[src/rtl/hba_pkg.sv]
`default_nettype none

package hba_pkg;

    // Tree geometry.
    localparam int MAX_LEVELS  = 3;
    localparam int FANOUT_BITS = 5;
    localparam int FANOUT      = 1 << FANOUT_BITS;
    localparam int WORD_W      = FANOUT;

    // Words in the whole tree: 1 + 32 + ... + 32^(MAX_LEVELS-1).
    localparam int TREE_WORDS  = ((1 << (FANOUT_BITS * MAX_LEVELS)) - 1) / (FANOUT - 1);
    localparam int ADDR_W      = $clog2(TREE_WORDS + 1);

    // Path and level counters.
    localparam int PATH_W      = FANOUT_BITS * MAX_LEVELS;
    localparam int LVL_W       = $clog2(MAX_LEVELS + 1);

    // Field widths of the stream and configuration ports.
    localparam int OPCODE_W    = 2;
    localparam int SLOT_W      = 15;
    localparam int COUNT_W     = 16;
    localparam int S_DATA_W    = 24;
    localparam int M_DATA_W    = 16;

    localparam logic [COUNT_W-1:0] COUNT_RESET = 16'd32768;

    typedef enum logic [OPCODE_W-1:0] {
        OP_FIND   = 2'd0,
        OP_MARK   = 2'd1,
        OP_UNMARK = 2'd2
    } op_t;

    typedef enum logic [2:0] {
        ST_CLEAR,
        ST_IDLE,
        ST_READ,
        ST_EVAL,
        ST_OUT
    } state_t;

    // Commands from the controller to the datapath.
    typedef struct packed {
        logic clear_wr;
        logic load;
        logic eval;
        logic emit;
    } hba_cmd_t;

    // Status from the datapath to the controller.
    typedef struct packed {
        logic clear_last;
        logic skip;
        logic walk_done;
        logic out_free;
    } hba_status_t;

endpackage

`default_nettype wire

[src/rtl/hba_ctrl.sv]
`default_nettype none

module hba_ctrl (
    input  wire logic                aclk,
    input  wire logic                aresetn,
    input  wire logic                s_tvalid,
    output logic                     s_tready,
    input  wire hba_pkg::hba_status_t status,
    output hba_pkg::hba_cmd_t        cmd
);
    import hba_pkg::*;

    state_t state_reg;
    state_t state_next;

    always_ff @(posedge aclk) begin
        if (!aresetn) begin
            state_reg <= ST_CLEAR;
        end else begin
            state_reg <= state_next;
        end
    end

    always_comb begin
        state_next = state_reg;
        unique case (state_reg)
            ST_CLEAR: begin
                if (status.clear_last) begin
                    state_next = ST_IDLE;
                end
            end
            ST_IDLE: begin
                if (s_tvalid) begin
                    state_next = ST_READ;
                end
            end
            ST_READ: begin
                state_next = status.skip ? ST_OUT : ST_EVAL;
            end
            ST_EVAL: begin
                state_next = status.walk_done ? ST_OUT : ST_READ;
            end
            ST_OUT: begin
                if (status.out_free) begin
                    state_next = ST_IDLE;
                end
            end
            default: begin
                state_next = ST_CLEAR;
            end
        endcase
    end

    always_comb begin
        s_tready     = 1'b0;
        cmd          = '0;
        unique case (state_reg)
            ST_CLEAR: begin
                cmd.clear_wr = 1'b1;
            end
            ST_IDLE: begin
                s_tready = 1'b1;
                cmd.load = s_tvalid;
            end
            ST_READ: begin
                cmd = '0;
            end
            ST_EVAL: begin
                cmd.eval = 1'b1;
            end
            ST_OUT: begin
                cmd.emit = status.out_free;
            end
            default: begin
                cmd = '0;
            end
        endcase
    end

endmodule

`default_nettype wire

[config.mk]
export PLATFORM = sky130hd
export DESIGN_NAME = hba_ctrl
export DESIGN_NICKNAME = d
export VERILOG_FILES = /design/src/rtl/hba_pkg.sv /design/src/rtl/hba_ctrl.sv
export SDC_FILE = /design/constraint.sdc
export NUM_CORES = 1
export LEC_CHECK = 0
export BUFFER_PORTS_ARGS = -buffer_cell sky130_fd_sc_hd__buf_4
export CAP_MARGIN = 15
export CELL_PAD_IN_SITES_DETAIL_PLACEMENT = 0
export CELL_PAD_IN_SITES_GLOBAL_PLACEMENT = 1
export CORE_AREA = 8 8 45 47
export DETAILED_ROUTE_END_ITERATION = 7
export DIE_AREA = 0 0 53 55
export GPL_TIMING_DRIVEN = 0
export PLACE_DENSITY = 0.47
export SYNTH_ARGS = -nofsm -noshare
export SYNTH_HDL_FRONTEND = slang
export SYNTH_SLANG_ARGS = --single-unit
[constraint.sdc]
create_clock -name aclk -period 1.35 [get_ports aclk]
set_input_delay 0 -clock aclk [delete_from_list [all_inputs] [get_ports aclk]]
set_output_delay 0 -clock aclk [all_outputs]
set_load 0.01 [all_outputs]
==> results.toml <==
[flow_run]
max_cap_viol_count = 0

[synthesis]
yosys_warnings = 0
synth-seq-cells = 3
synth_cell_types = 19
synth_flop_cell = "dfxtp_1"
synth_fp_nets = 34
syn_avg_cell_area_um2 = 8.48
netlist_area_um2 = 229
synth_edf_count = 0
async_reset_ff_share_pct = 0
synthCells = 27
ys_seq_area_share_pct = 26.2

[clocking]
cts_buffers = 3
clockBufferDepth = 2
cts-root-buf = "clkbuf_4"
clock_sinks = 3
clock_latency_ns = 0.23
cts_tree = "built"
clk_pin_slew_ns = 0.03
cts_setup_buffers = 0
htreeDepth = 1

[final_layout]
drive_above_1_share_pct = 41.9
diodes = 0
multi_input_area_um2 = 139
seqCellArea_um2 = 60.1
final_util_pct = 26.6
largest_register_ffs = 3
syn_to_final_growth_pct = 60.7
nFillCells = 157
fin_nets = 51
final_area_um2 = 368

[grt]
grt_use_met2_pct = 8.40
grt_max_degree = 11
grt_util_met1_pct = 5.62
met3_usage_pct = 3.48
overflow = 0
grt_busiest_layer = "met2"
grt_pass1_vias = 272
grt_pass1_wl_um = 1170
grt_usage_pct = 5.57
antenna_found_initial = 0

[placement]
routabilityCongestion = 0.667
pre_cts_ws_ns = 0.273
dpl_cell_area_um2 = 332
hpwl_um = 509
port_buffers = 11

[floorplanning]
rows = 14
die_w_um = 53
die_h_um = 55
core_area_mm2 = 0.00138
initial_utilization_pct = 16.5
io_pins = 12
dieArea_mm2 = 0.00292

[hold_path]
hp-start = "s_tvalid"
holdPathEnd = "state_reg[1]$_SDFFE_PN0P_"
min_path_cells = 3
hold_path_class = "input pin to flip-flop"

[critical_path]
arrival_ns = 1.19
crit_chain = "buf_4 > nor3b_1 > and2_1 > buf_4"
ff2ff_setup_slack_ns = 0.29
cp.required_ns = 1.35
crit_slowest_cell = "dfxtp_1"
reg2reg_depth = 4
reg2reg_from = "state_reg[0]$_SDFFE_PN0P_"
slowest_delay_ns = 0.30
crit_family = "simple AND/OR/NAND/NOR gates"
crit_buf_inv = 2
crit_path_frequent_cell = "buf_4"
worstSetupPathType = "flip-flop to output port"
reg2reg_to = "state_reg[2]$_SDFFE_PN0P_"
path_max_fanout = 9
worstSetupStartpointType = "flip-flop"
endpoint_kind = "output port"

[timing]
finalMaxSlewViolations = 0
worst_slack_ns = 0.164
final.setup.tns_ns = 0
hold_viol = 0
rsz0062_at_grt = "no"
skew_ns = 0.00201
fin_crit_sh_pct = 87.9
finalCriticalPeriod_ns = 1.19
worstMarginPinSlew_ns = 0.257
timing.slew.headroom_pct = 82.6
max_freq_ghz = 0.843
finalSetupViolations = 0

[pwr]
p_leak_uw = 0.000165
power-per-cell-area_mw_per_mm2 = 941
ir_drop_v = 0.000447

[detailed_routing]
final_antenna_net_count = 0
drcViolationCount = 0
viasPerCell = 4.24
drt-total-wl_um = 665
wl_per_cell_um = 11.3
drt_iter0_markers = 2
dr.pass1.iters = 2
routed-via-count = 250

[status]
status = "finished, final reports clean"
-- worst max path at each step --
stage,start,to,depth (start not counted)
floorplan,state_reg[0]$_SDFFE_PN0P_,cmd[2],3
global placement,state_reg[0]$_SDFFE_PN0P_,state_reg[2]$_SDFFE_PN0P_,4
finish,state_reg[0]$_SDFFE_PN0P_,cmd[2],4
global route,state_reg[0]$_SDFFE_PN0P_,cmd[2],4
CTS,state_reg[0]$_SDFFE_PN0P_,cmd[2],4
detailed placement,state_reg[0]$_SDFFE_PN0P_,state_reg[2]$_SDFFE_PN0P_,4
-- layout make-up --
type                    count  share of cell area, %
plain buffers               3                   8.16
flip-flops and latches      3                   16.3
well taps                  16                   5.44
multi-input cells          21                   37.8
clock buffers               4                   7.14
repair buffers             12                   25.2
-- cell families after synthesis --
| kind of cell | Yosys count | share of synthesized area, % |
|---|---|---|
| and+or+nand+nor | 15 | 41.0 |
| DFF | 3 | 26.2 |
| buffers and inverters | 3 | 13.1 |
| muxes | 1 | 4.37 |
| AOI/OAI and AO/OA | 5 | 15.3 |
-- Yosys cell counts (2+ instances only) --
cell / instances / share of area (%)
nand2_1: 3 / 4.9
dfxtp_1: 3 / 26
nor3_1: 2 / 4.4
a21oi_1: 2 / 4.4
buf_6: 2 / 9.8
nor3b_1: 2 / 6.6
-- power breakdown --
group | switching, µW | internal [µW] | leakage, µW
Clock | 41.5 | 110 | 0.0000150
Sequential | 2.43 | 95.3 | 0.0000246
Combinational | 42.7 | 53.8 | 0.000126
Total | 86.7 | 260 | 0.000165
-- what timing repair did --
action,in CTS,in global routing
hold buffers,1,0
hold endpoints to repair,1,0
gates resized for setup,0,0
-- cell usage in the layout (no fill, tap or decap), drive strengths merged --
master / count
o31ai: 1
nor3: 2
or2b: 1
nand2: 3
o311a: 1
mux2i: 1
nand2b: 2
clkbuf: 4
nand3b: 1
buf: 14
nor2: 1
dfxtp: 3
and3b: 1
dlygate4sd3: 1
nor3b: 2
o21a: 1
and2: 1
a21oi: 2
nor4b: 1
-- per-layer routing --
metal / part of all wire [%] / routed length (µm) / vias up
met1: 46 / 304 / 115
met3: 5.1 / 34 / 2
met5: 0 / 0 / -
met2: 48 / 319 / 5
met4: 0.90 / 6 / 0
li1: - / - / 128
-- worst min-delay path: cells and delay by family --
kind                   cells  cell delay [ns]
AOI/OAI and AO/OA          1             0.06
buffers and inverters      1             0.12
and+or+nand+nor            1             0.07
-- metrics by stage --
| step | std cells | hold WS [ns] | power [µW] |
|---|---|---|---|
| after floorplan | 27 | 0.100 | 151 |
| after global placement | 54 | 0.230 | 192 |
| after global routing | 59 | 0.0718 | 374 |
| after CTS | 59 | 0.0664 | 357 |
| after detailed placement | 54 | 0.228 | 194 |
| final | 59 | 0.0717 | 346 |
Note: power is estimated with default switching activity, not from simulation.
